File: src/rtl/mbrtu_pkg.sv
package mbrtu_pkg;

	localparam int MAX_REPLY_BYTES_DEF = 8;
	localparam int FRAME_BYTES = 6;
	localparam int WRITE_REPLY_LIMIT = 8;
	localparam int READ_REPLY_LIMIT = 7;
	localparam int MIN_REPLY_BYTES = 5;

	localparam logic [7:0] FUNC_WRITE_REG = 8'h06;
	localparam logic [7:0] FUNC_WRITE_COIL = 8'h05;
	localparam logic [7:0] FUNC_READ_INPUT = 8'h04;
	localparam logic [7:0] EXC_FLAG = 8'h80;
	localparam logic [7:0] CRC_HIGH_MASK = 8'hF8;
	localparam logic [7:0] BYTE_COUNT_ONE_REG = 8'h02;
	localparam logic [7:0] COIL_ON_HIGH = 8'hFF;
	localparam logic [15:0] CRC_INIT = 16'hFFFF;
	localparam logic [15:0] CRC_POLY = 16'hA001;

	localparam logic [2:0] TX_IDX_CRC_LO = 3'd6;
	localparam logic [2:0] TX_IDX_CRC_HI = 3'd7;

	typedef enum logic [1:0] {
		CMD_START,
		CMD_RX_BYTE,
		CMD_END
	} cmd_t;

	typedef enum logic [1:0] {
		KIND_WRITE_REG,
		KIND_WRITE_COIL,
		KIND_READ_INPUT
	} kind_t;

	typedef enum logic [2:0] {
		ST_OK,
		ST_SHORT,
		ST_BAD_DEVICE,
		ST_BAD_CRC,
		ST_BAD_REPLY,
		ST_EXCEPTION
	} status_t;

	function automatic logic [15:0] crc16_update(input logic [15:0] crc, input logic [7:0] data);
		logic [15:0] c;
		c = crc ^ {8'h00, data};
		for (int k = 0; k < 8; k++) begin
			c = c[0] ? ((c >> 1) ^ CRC_POLY) : (c >> 1);
		end
		return c;
	endfunction

	function automatic logic crc_match(input logic [15:0] crc, input logic [7:0] lo,
			input logic [7:0] hi);
		return (lo == crc[7:0]) && ((hi & CRC_HIGH_MASK) == (crc[15:8] & CRC_HIGH_MASK));
	endfunction

endpackage

File: src/rtl/mbrtu_in_if.sv
interface mbrtu_in_if;
	logic valid;
	logic ready;
	logic [1:0] command;
	logic [1:0] request_kind;
	logic [7:0] device;
	logic [15:0] reg_address;
	logic [15:0] write_value;
	logic [7:0] rx_byte;

	modport source (
		output valid, command, request_kind, device, reg_address, write_value, rx_byte,
		input ready
	);
	modport sink (
		input valid, command, request_kind, device, reg_address, write_value, rx_byte,
		output ready
	);
endinterface

File: src/rtl/mbrtu_out_if.sv
interface mbrtu_out_if;
	logic valid;
	logic ready;
	logic result_kind;
	logic [7:0] tx_byte;
	logic tx_last;
	logic [2:0] status;
	logic [7:0] exception_code;
	logic [15:0] read_value;

	modport source (
		output valid, result_kind, tx_byte, tx_last, status, exception_code, read_value,
		input ready
	);
	modport sink (
		input valid, result_kind, tx_byte, tx_last, status, exception_code, read_value,
		output ready
	);
endinterface

File: src/rtl/modbus_rtu_master_transaction_checker_unit.sv
// Reply byte and end-of-reply transfers are taken one per cycle while the output is free and no
// frame is being sent; a status appears in the cycle after its end-of-reply transfer.
// A start transfer sends eight frame bytes, one per cycle while the output is free, and the
// input is held off while they go out.
// The frame CRC is built in the byte sequencer, one byte of the CRC update per cycle while the output is free.
// Asynchronous reset clears the request frame, the reply count and the CRCs (to FFFF).
module modbus_rtu_master_transaction_checker_unit #(
	parameter int MAX_REPLY_BYTES = mbrtu_pkg::MAX_REPLY_BYTES_DEF
) (
	input logic clk,
	input logic arst_n,
	mbrtu_in_if.sink din,
	mbrtu_out_if.source dout
);
	import mbrtu_pkg::*;

	localparam int CNT_W = $clog2(MAX_REPLY_BYTES + 1);
	localparam int IDX_W = $clog2(MAX_REPLY_BYTES);
	localparam int WR_LIM_I = (WRITE_REPLY_LIMIT < MAX_REPLY_BYTES) ? WRITE_REPLY_LIMIT
		: MAX_REPLY_BYTES;
	localparam int RD_LIM_I = (READ_REPLY_LIMIT < MAX_REPLY_BYTES) ? READ_REPLY_LIMIT
		: MAX_REPLY_BYTES;
	localparam logic [CNT_W-1:0] WR_LIM = CNT_W'(WR_LIM_I);
	localparam logic [CNT_W-1:0] RD_LIM = CNT_W'(RD_LIM_I);
	localparam logic [CNT_W-1:0] WR_FULL = CNT_W'(WRITE_REPLY_LIMIT);
	localparam logic [CNT_W-1:0] RD_FULL = CNT_W'(READ_REPLY_LIMIT);
	localparam logic [CNT_W-1:0] MIN_CNT = CNT_W'(MIN_REPLY_BYTES);
	localparam logic [CNT_W-1:0] THREE_CNT = CNT_W'(3);

	logic [7:0] frame_q [FRAME_BYTES];
	kind_t pending_q;
	logic [7:0] store_q [MAX_REPLY_BYTES];
	logic [CNT_W-1:0] cnt_q;
	logic [15:0] crc_run_q;
	logic [15:0] crc_one_q;
	logic [15:0] crc_two_q;
	logic [15:0] crc_three_q;
	logic [7:0] last_q;
	logic [7:0] prev_q;

	logic tx_busy_q;
	logic [2:0] tx_idx_q;
	logic [15:0] tx_crc_q;

	logic out_valid_q;
	logic out_kind_q;
	logic [7:0] out_tx_q;
	logic out_last_q;
	status_t out_status_q;
	logic [7:0] out_exc_q;
	logic [15:0] out_val_q;

	logic out_free;
	logic accept;
	logic kind_ok;
	logic is_start;
	logic is_rx;
	logic is_end;
	logic rx_take;
	logic [CNT_W-1:0] rx_limit;
	logic [15:0] rx_crc;
	logic [7:0] new_frame [FRAME_BYTES];
	logic [7:0] tx_byte_d;
	logic [7:0] func_exc;
	logic crc3_ok;
	logic crcn_ok;
	logic echo_ok;
	status_t st_d;
	logic [7:0] exc_d;
	logic [15:0] val_d;

	assign out_free = !out_valid_q || dout.ready;
	assign din.ready = !tx_busy_q && out_free;
	assign accept = din.valid && din.ready;

	assign kind_ok = (din.request_kind == KIND_WRITE_REG) || (din.request_kind == KIND_WRITE_COIL)
		|| (din.request_kind == KIND_READ_INPUT);
	assign is_start = accept && (din.command == CMD_START) && kind_ok;
	assign is_rx = accept && (din.command == CMD_RX_BYTE);
	assign is_end = accept && (din.command == CMD_END);

	assign rx_limit = (pending_q == KIND_READ_INPUT) ? RD_LIM : WR_LIM;
	assign rx_take = is_rx && (cnt_q < rx_limit);
	assign rx_crc = crc16_update(crc_run_q, din.rx_byte);

	always_comb begin
		new_frame[0] = din.device;
		new_frame[2] = din.reg_address[15:8];
		new_frame[3] = din.reg_address[7:0];
		unique case (din.request_kind)
			KIND_WRITE_REG: begin
				new_frame[1] = FUNC_WRITE_REG;
				new_frame[4] = din.write_value[15:8];
				new_frame[5] = din.write_value[7:0];
			end
			KIND_WRITE_COIL: begin
				new_frame[1] = FUNC_WRITE_COIL;
				new_frame[4] = (din.write_value != 16'h0000) ? COIL_ON_HIGH : 8'h00;
				new_frame[5] = 8'h00;
			end
			default: begin
				new_frame[1] = FUNC_READ_INPUT;
				new_frame[4] = 8'h00;
				new_frame[5] = 8'h01;
			end
		endcase
	end

	always_ff @(posedge clk or negedge arst_n) begin
		if (!arst_n) begin
			for (int i = 0; i < FRAME_BYTES; i++) begin
				frame_q[i] <= 8'h00;
			end
			pending_q <= KIND_WRITE_REG;
			cnt_q <= '0;
			crc_run_q <= CRC_INIT;
			crc_one_q <= CRC_INIT;
			crc_two_q <= CRC_INIT;
			crc_three_q <= CRC_INIT;
		end else if (is_start || is_end) begin
			if (is_start) begin
				frame_q <= new_frame;
				pending_q <= kind_t'(din.request_kind);
			end
			cnt_q <= '0;
			crc_run_q <= CRC_INIT;
			crc_one_q <= CRC_INIT;
			crc_two_q <= CRC_INIT;
			crc_three_q <= CRC_INIT;
		end else if (rx_take) begin
			cnt_q <= cnt_q + 1'b1;
			crc_two_q <= crc_one_q;
			crc_one_q <= crc_run_q;
			crc_run_q <= rx_crc;
			if (cnt_q + 1'b1 == THREE_CNT) begin
				crc_three_q <= rx_crc;
			end
		end
	end

	always_ff @(posedge clk) begin
		if (rx_take) begin
			store_q[cnt_q[IDX_W-1:0]] <= din.rx_byte;
			last_q <= din.rx_byte;
			prev_q <= last_q;
		end
	end

	assign func_exc = frame_q[1] | EXC_FLAG;
	assign crc3_ok = crc_match(crc_three_q, store_q[3], store_q[4]);
	assign crcn_ok = crc_match(crc_two_q, prev_q, last_q);

	always_comb begin
		echo_ok = 1'b1;
		for (int i = 0; i < FRAME_BYTES; i++) begin
			if (store_q[i] != frame_q[i]) begin
				echo_ok = 1'b0;
			end
		end
	end

	always_comb begin
		st_d = ST_OK;
		exc_d = 8'h00;
		val_d = 16'h0000;
		priority if (cnt_q < MIN_CNT) begin
			st_d = ST_SHORT;
		end else if (pending_q == KIND_WRITE_REG) begin
			priority if (store_q[0] != frame_q[0]) begin
				st_d = ST_BAD_DEVICE;
			end else if (store_q[1] == func_exc) begin
				if (crc3_ok) begin
					st_d = ST_EXCEPTION;
					exc_d = store_q[2];
				end else begin
					st_d = ST_BAD_CRC;
				end
			end else if (cnt_q < WR_FULL) begin
				st_d = ST_SHORT;
			end else if (!crcn_ok) begin
				st_d = ST_BAD_CRC;
			end else if (!echo_ok) begin
				st_d = ST_BAD_REPLY;
			end else begin
				st_d = ST_OK;
			end
		end else if (!crcn_ok) begin
			st_d = ST_BAD_CRC;
		end else if (store_q[0] != frame_q[0]) begin
			st_d = ST_BAD_DEVICE;
		end else if (store_q[1] == func_exc) begin
			st_d = ST_EXCEPTION;
			exc_d = store_q[2];
		end else if (pending_q == KIND_WRITE_COIL) begin
			priority if (cnt_q < WR_FULL) begin
				st_d = ST_SHORT;
			end else if (!echo_ok) begin
				st_d = ST_BAD_REPLY;
			end else begin
				st_d = ST_OK;
			end
		end else if (cnt_q < RD_FULL) begin
			st_d = ST_SHORT;
		end else if (store_q[2] != BYTE_COUNT_ONE_REG) begin
			st_d = ST_BAD_REPLY;
		end else begin
			st_d = ST_OK;
			val_d = {store_q[3], store_q[4]};
		end
	end

	always_comb begin
		priority if (tx_idx_q == TX_IDX_CRC_LO) begin
			tx_byte_d = tx_crc_q[7:0];
		end else if (tx_idx_q == TX_IDX_CRC_HI) begin
			tx_byte_d = tx_crc_q[15:8];
		end else begin
			tx_byte_d = frame_q[tx_idx_q];
		end
	end

	always_ff @(posedge clk or negedge arst_n) begin
		if (!arst_n) begin
			tx_busy_q <= 1'b0;
			tx_idx_q <= '0;
			tx_crc_q <= CRC_INIT;
		end else if (is_start) begin
			tx_busy_q <= 1'b1;
			tx_idx_q <= '0;
			tx_crc_q <= CRC_INIT;
		end else if (tx_busy_q && out_free) begin
			tx_idx_q <= tx_idx_q + 1'b1;
			if (tx_idx_q < TX_IDX_CRC_LO) begin
				tx_crc_q <= crc16_update(tx_crc_q, tx_byte_d);
			end
			if (tx_idx_q == TX_IDX_CRC_HI) begin
				tx_busy_q <= 1'b0;
			end
		end
	end

	always_ff @(posedge clk or negedge arst_n) begin
		if (!arst_n) begin
			out_valid_q <= 1'b0;
		end else if (out_free) begin
			out_valid_q <= tx_busy_q || is_end;
		end
	end

	always_ff @(posedge clk) begin
		if (out_free) begin
			if (tx_busy_q) begin
				out_kind_q <= 1'b0;
				out_tx_q <= tx_byte_d;
				out_last_q <= (tx_idx_q == TX_IDX_CRC_HI);
				out_status_q <= ST_OK;
				out_exc_q <= 8'h00;
				out_val_q <= 16'h0000;
			end else if (is_end) begin
				out_kind_q <= 1'b1;
				out_tx_q <= 8'h00;
				out_last_q <= 1'b0;
				out_status_q <= st_d;
				out_exc_q <= exc_d;
				out_val_q <= val_d;
			end
		end
	end

	assign dout.valid = out_valid_q;
	assign dout.result_kind = out_kind_q;
	assign dout.tx_byte = out_tx_q;
	assign dout.tx_last = out_last_q;
	assign dout.status = out_status_q;
	assign dout.exception_code = out_exc_q;
	assign dout.read_value = out_val_q;

`ifndef SYNTHESIS
	a_start_opens_frame: assert property (@(posedge clk) disable iff (!arst_n)
		is_start |=> tx_busy_q && (tx_idx_q == 3'd0))
		else $error("A start transfer did not open the frame sequencer.");

	a_frame_closes: assert property (@(posedge clk) disable iff (!arst_n)
		tx_busy_q && out_free && (tx_idx_q == TX_IDX_CRC_HI) |=> !tx_busy_q && dout.valid
		&& dout.tx_last)
		else $error("The frame did not close with its last byte.");

	a_count_bounded: assert property (@(posedge clk) disable iff (!arst_n)
		cnt_q <= WR_LIM)
		else $error("The reply count ran past its limit.");

	a_status_clean: assert property (@(posedge clk) disable iff (!arst_n)
		dout.valid && dout.result_kind |-> (dout.tx_byte == 8'h00) && !dout.tx_last)
		else $error("A status result carries frame byte fields.");

	a_last_is_frame: assert property (@(posedge clk) disable iff (!arst_n)
		dout.valid && dout.tx_last |-> !dout.result_kind && (dout.status == ST_OK))
		else $error("A last-byte marker appeared outside a frame byte.");
`endif

endmodule
File: src/flat_wrapper.sv
// flat-port wrapper written by rule: the top's interface ports become plain ports
module modbus_rtu_master_transaction_checker_unit_flat import mbrtu_pkg::*;
#(
	parameter int MAX_REPLY_BYTES = mbrtu_pkg::MAX_REPLY_BYTES_DEF
)
  (clk, arst_n, din_valid, din_command, din_request_kind, din_device, din_reg_address, din_write_value, din_rx_byte, din_ready, dout_valid, dout_result_kind, dout_tx_byte, dout_tx_last, dout_status, dout_exception_code, dout_read_value, dout_ready);
  mbrtu_in_if din_i ();
  mbrtu_out_if dout_i ();
  input logic clk;
  input logic arst_n;
  input wire logic [$bits(din_i.valid)-1:0] din_valid;
  input wire logic [$bits(din_i.command)-1:0] din_command;
  input wire logic [$bits(din_i.request_kind)-1:0] din_request_kind;
  input wire logic [$bits(din_i.device)-1:0] din_device;
  input wire logic [$bits(din_i.reg_address)-1:0] din_reg_address;
  input wire logic [$bits(din_i.write_value)-1:0] din_write_value;
  input wire logic [$bits(din_i.rx_byte)-1:0] din_rx_byte;
  output wire logic [$bits(din_i.ready)-1:0] din_ready;
  output wire logic [$bits(dout_i.valid)-1:0] dout_valid;
  output wire logic [$bits(dout_i.result_kind)-1:0] dout_result_kind;
  output wire logic [$bits(dout_i.tx_byte)-1:0] dout_tx_byte;
  output wire logic [$bits(dout_i.tx_last)-1:0] dout_tx_last;
  output wire logic [$bits(dout_i.status)-1:0] dout_status;
  output wire logic [$bits(dout_i.exception_code)-1:0] dout_exception_code;
  output wire logic [$bits(dout_i.read_value)-1:0] dout_read_value;
  input wire logic [$bits(dout_i.ready)-1:0] dout_ready;
  assign din_i.valid = din_valid;
  assign din_i.command = din_command;
  assign din_i.request_kind = din_request_kind;
  assign din_i.device = din_device;
  assign din_i.reg_address = din_reg_address;
  assign din_i.write_value = din_write_value;
  assign din_i.rx_byte = din_rx_byte;
  assign din_ready = din_i.ready;
  assign dout_valid = dout_i.valid;
  assign dout_result_kind = dout_i.result_kind;
  assign dout_tx_byte = dout_i.tx_byte;
  assign dout_tx_last = dout_i.tx_last;
  assign dout_status = dout_i.status;
  assign dout_exception_code = dout_i.exception_code;
  assign dout_read_value = dout_i.read_value;
  assign dout_i.ready = dout_ready;
  modbus_rtu_master_transaction_checker_unit #(.MAX_REPLY_BYTES(MAX_REPLY_BYTES)) u_core (.clk(clk), .arst_n(arst_n), .din(din_i), .dout(dout_i));
endmodule
File: config.mk
export PLATFORM = sky130hd
export DESIGN_NAME = modbus_rtu_master_transaction_checker_unit_flat
export DESIGN_NICKNAME = d
export VERILOG_FILES = /design/src/rtl/mbrtu_pkg.sv /design/src/rtl/mbrtu_in_if.sv /design/src/rtl/mbrtu_out_if.sv /design/src/rtl/modbus_rtu_master_transaction_checker_unit.sv /design/src/flat_wrapper.sv
export SDC_FILE = /design/constraint.sdc
export NUM_CORES = 1
export LEC_CHECK = 0
export BUFFER_PORTS_ARGS = -buffer_cell sky130_fd_sc_hd__buf_2
export CAP_MARGIN = 20
export CELL_PAD_IN_SITES_DETAIL_PLACEMENT = 1
export CELL_PAD_IN_SITES_GLOBAL_PLACEMENT = 1
export CORE_MARGIN = 1.5
export CORE_UTILIZATION = 47
export DETAILED_ROUTE_END_ITERATION = 8
export PLACE_DENSITY = 0.81
export SETUP_SLACK_MARGIN = 0.5
export SLEW_MARGIN = 20
export SYNTH_ARGS = -nofsm -noshare
export SYNTH_HDL_FRONTEND = slang
export SYNTH_SLANG_ARGS = --single-unit
File: constraint.sdc
create_clock -name clk -period 3.9 [get_ports clk]
set_input_delay 0.195 -clock clk [delete_from_list [all_inputs] [get_ports clk]]
set_output_delay 0.195 -clock clk [all_outputs]
set_load 0.05 [all_outputs]
==> summary.txt <==
Worst setup path
  • Reg2reg start: u_core.tx_idx_q[0]
  • Critical Path Start: u_core.tx_idx_q[0]
  • CP max-delay cell: xnor3_1
  • Capturing point of the worst reg2reg path: u_core.tx_crc_q[0]
  • Worst setup EP type: register
  • Worst Path Arrival: 3.68 ns
  • Startpoint types: register
  • Largest stage delay, worst path: 0.50 ns
  • Crit path kind: register to register
  • CP most frequent cell: ha_1
  • Cell family with most CP delay: XOR/XNOR gates
  • CP Data Required Time: 4.35 ns
  • Flop2flop setup slack: 0.67 ns
  • CP max FO: 27
  • CP bufs+invs: 1
  • Worst Reg2Reg Path Length in Cells: 10
  • Worst path cell trace: ha_1 -> ha_1 -> buf_6 -> or3_1 -> mux2i_1 -> nor4b_4 -> xnor3_1 -> xnor3_2 -> xor3_1 -> a21oi_1

Hold path
  • Hold Crit Class: primary input to register
  • HP Start: din_write_value[13]
  • WHS Path Cells: 3
  • Hold EP: u_core.frame_q[13]

STA
  • Fin crit period: 3.23 ns
  • Slew HR: 0.295
  • Setup total negative slack: 0 ns
  • Fmax: 0.310 GHz
  • Final clock skew: 0.0175 ns
  • Final hold violations: 0
  • RSZ-0062 raised after global routing: no
  • Final setup violating endpoints: 0
  • Worst-Margin Slew: 1.06 ns
  • Fin crit share: 0.828
  • Slew Viols, Final: 0

Synthesis
  • Number of flops mapped to enable cells by yosys: 101
  • Syn avg cell area: 10.8 um2
  • Syn_nets: 1028
  • Commonest cells post-synth: nand2_1 (171), edfxtp_1 (101), nor2_1 (86), dfstp_2 (65), xor2_1 (61)
  • Post-synthesis sequential area ratio: 0.585
  • Main synth FF type: edfxtp_1
  • #FFs+latches synth: 220
  • Synth Cell Area: 10400 um2
  • Fraction of registers with async set/reset: 0.541
  • Syn Inst Count: 963
  • Yosys warnings: 0
  • Most common cell in the netlist: nand2_1
  • Area share of the largest cell type after synthesis: 0.291
  • Synth area leaders: edfxtp_1 (29%), dfstp_2 (16%), dfrtp_1 (13%), nand2_1 (6.2%), xor2_1 (5.1%)
  • Post-synth top area cell: edfxtp_1
  • Synth unique cells: 63

Clocking
  • CTS root buf: clkbuf_16
  • CTS tree: done
  • Postcts setup bufs: 0
  • Clk sink count: 220
  • Total CTS buffers: 24
  • H-tree lvl count: 1
  • Max clock buf depth: 3
  • Clk slew on worst S/H paths: 0.07 ns
  • Clk_lat worst skew: 0.53 ns

Routing
  • ANT nets after route: 0
  • DRC viols: 0
  • Via density: 5.84
  • Routed via count: 8133
  • Initial drt markers: 617
  • Post-Route WL: 32.9 mm
  • WL/cell: 23.7 um
  • Pre-Repair DR Iteration Count: 5

Placed design
  • Final HPWL DP: 21.0 mm
  • # port buffers: 94
  • Gpl congestion: 0.845

GRT
  • GRT Residual Overflow: 0
  • Initial antenna violation count: 2
  • Vias in the first global route: 8789
  • First-pass GRT wire length: 51.3 mm
  • GRT Util Overall: 0.287
  • Largest net degree at the start of global routing: 120

Job
  • Total of max-cap violations: 0

Floorplanning
  • FP Rows: 54
  • Initial Util: 0.479
  • Die Area: 23100 um2
  • # IOs: 95
  • CORE AREA: 21800 um2
  • Chip width: 152 um
  • Die Y-Extent: 152 um

Power and ir drop
  • Switching part of the total power: 0.403
  • Internal: 0.00635 W
  • Clock group share of total power: 0.211
  • Max VDD drop: 0.000547 V
  • Power Total: 0.0106 W
  • Sequential share of power: 0.393
  • LEAKAGE: 5.02 nW
  • Comb pwr share: 0.396
  • P per Cell Area: 857 nW/um2
  • NetSw: 0.00428 W

Finish
  • Fillers: 2363
  • Layout cells sized above 1: 0.214
  • Net total in the final layout: 1157
  • Area Growth Syn to Fin: 19.1%

Outcome
  • Status: completed
[state kept, by name, summed over array words and instances (netlist names)]
signal and cells:
u_core.store_q 48, u_core.frame_q 43, u_core.dout.read_value 16, u_core.tx_crc_q 16, u_core.crc_two_q 15, u_core.crc_three_q 13
u_core.crc_run_q 11, u_core.crc_one_q 10, u_core.dout.exception_code 8, u_core.dout.tx_byte 8, u_core.last_q 8, u_core.prev_q 8
u_core.cnt_q 4, u_core.dout.status 3, u_core.tx_idx_q 3, u_core.pending_q 2, u_core.dout.result_kind 1, u_core.dout.tx_last 1
u_core.dout.valid 1, u_core.tx_busy_q 1
[worst reg2reg max path, delay by kind of cell (launching register included)]
family          cells  cell delay, ns
mux                 1            0.11
buf+inv             1            0.26
simple gates        2            0.60
compound gates      1            0.16
fa+ha+maj           2            0.44
xor+xnor            3            1.10
flops               1            0.49
[metrics by stage]
step            util  hold slack [ns]  std cells  setup slack [ns]  instance area, um2
2_1_floorplan      -           -0.101        963             0.390               10400
3_3_place_gp   0.515            0.354       1305             0.669               11200
3_5_place_dp   0.515            0.348       1305             0.557               11200
4_1_cts        0.570           0.0117       1390             0.533               12400
5_1_grt        0.570           0.0441       1391             0.507               12400
6_report       0.570           0.0188       1392             0.669               12400
[placed cells by master, fill, tap and decap left out, types with 22 or more instances in the layout]
cell,instances
nand2_1,170
edfxtp_1,101
buf_2,93
nor2_1,86
dfstp_2,65
xor2_1,61
nor3_1,59
dfrtp_1,51
xnor2_1,44
dlygate4sd3_1,41
nand3_1,40
a21oi_1,36
mux2i_1,27
and2_1,25
clkbuf_16,25
nor4_1,22
[per-layer routing]
layer | wire, um | vias to the layer above | track usage
met5 | 0 | - | 0
met2 | 16000 | 336 | 0.474
met1 | 13300 | 4115 | 0.372
met4 | 1400 | 0 | 0.126
met3 | 2220 | 92 | 0.0513
li1 | - | 3590 | -
[cell families (layout without fill, tap and decap cells)]
kind of cell	Yosys count	count (layout)	share of synthesized area
buffers and inverters	62	209	0.0244
and+or+nand+nor	443	443	0.196
DFF	220	220	0.585
other	0	2	0
muxes	31	31	0.0335
AOI/OAI and AO/OA	90	90	0.0555
xor gates and xnor gates	108	108	0.0950
adders and majority gates	9	9	0.0108
[cell type report]
cell class | instances | area (um2) | area share
flip-flops and latches | 220 | 6100 | 0.491
multi-input cells | 681 | 4100 | 0.330
repair buffers | 154 | 1040 | 0.0840
clock buffers | 38 | 724 | 0.0584
well taps | 280 | 350 | 0.0282
clock inverters | 6 | 48.8 | 0.00393
inverters | 11 | 45.0 | 0.00363
diodes | 2 | 5.00 | 0.000403
[worst max-delay path by stage]
stage | endpoint | depth (start not counted) | slack (ns)
finish | u_core.tx_crc_q[0] | 10 | 0.67
global route | u_core.tx_crc_q[0] | 11 | 0.51
CTS | u_core.tx_crc_q[0] | 11 | 0.53
detailed placement | u_core.tx_crc_q[0] | 11 | 0.56
global placement | u_core.tx_crc_q[0] | 11 | 0.67
floorplan | u_core.store_q[0][0] | 7 | 0.39
[power groups by stage]
| stage | combinational, W | clock, W | sequential, W |
|---|---|---|---|
| 2_1_floorplan | 0.00275 | 0 | 0.00429 |
| 3_3_place_gp | 0.00385 | 0 | 0.00412 |
| 3_5_place_dp | 0.00403 | 0 | 0.00416 |
| 4_1_cts | 0.00416 | 0.00225 | 0.00414 |
| 5_1_grt | 0.00454 | 0.00236 | 0.00424 |
| 6_report | 0.00421 | 0.00225 | 0.00418 |
[timing repair]
action | CTS | global route
setup endpoints to repair | 0 | 3
gates resized for setup | 0 | 7
endpoints found under the hold margin | 93 | 0
hold buffers | 41 | 0
No activity file was read; power rests on OpenSTA's default activity.
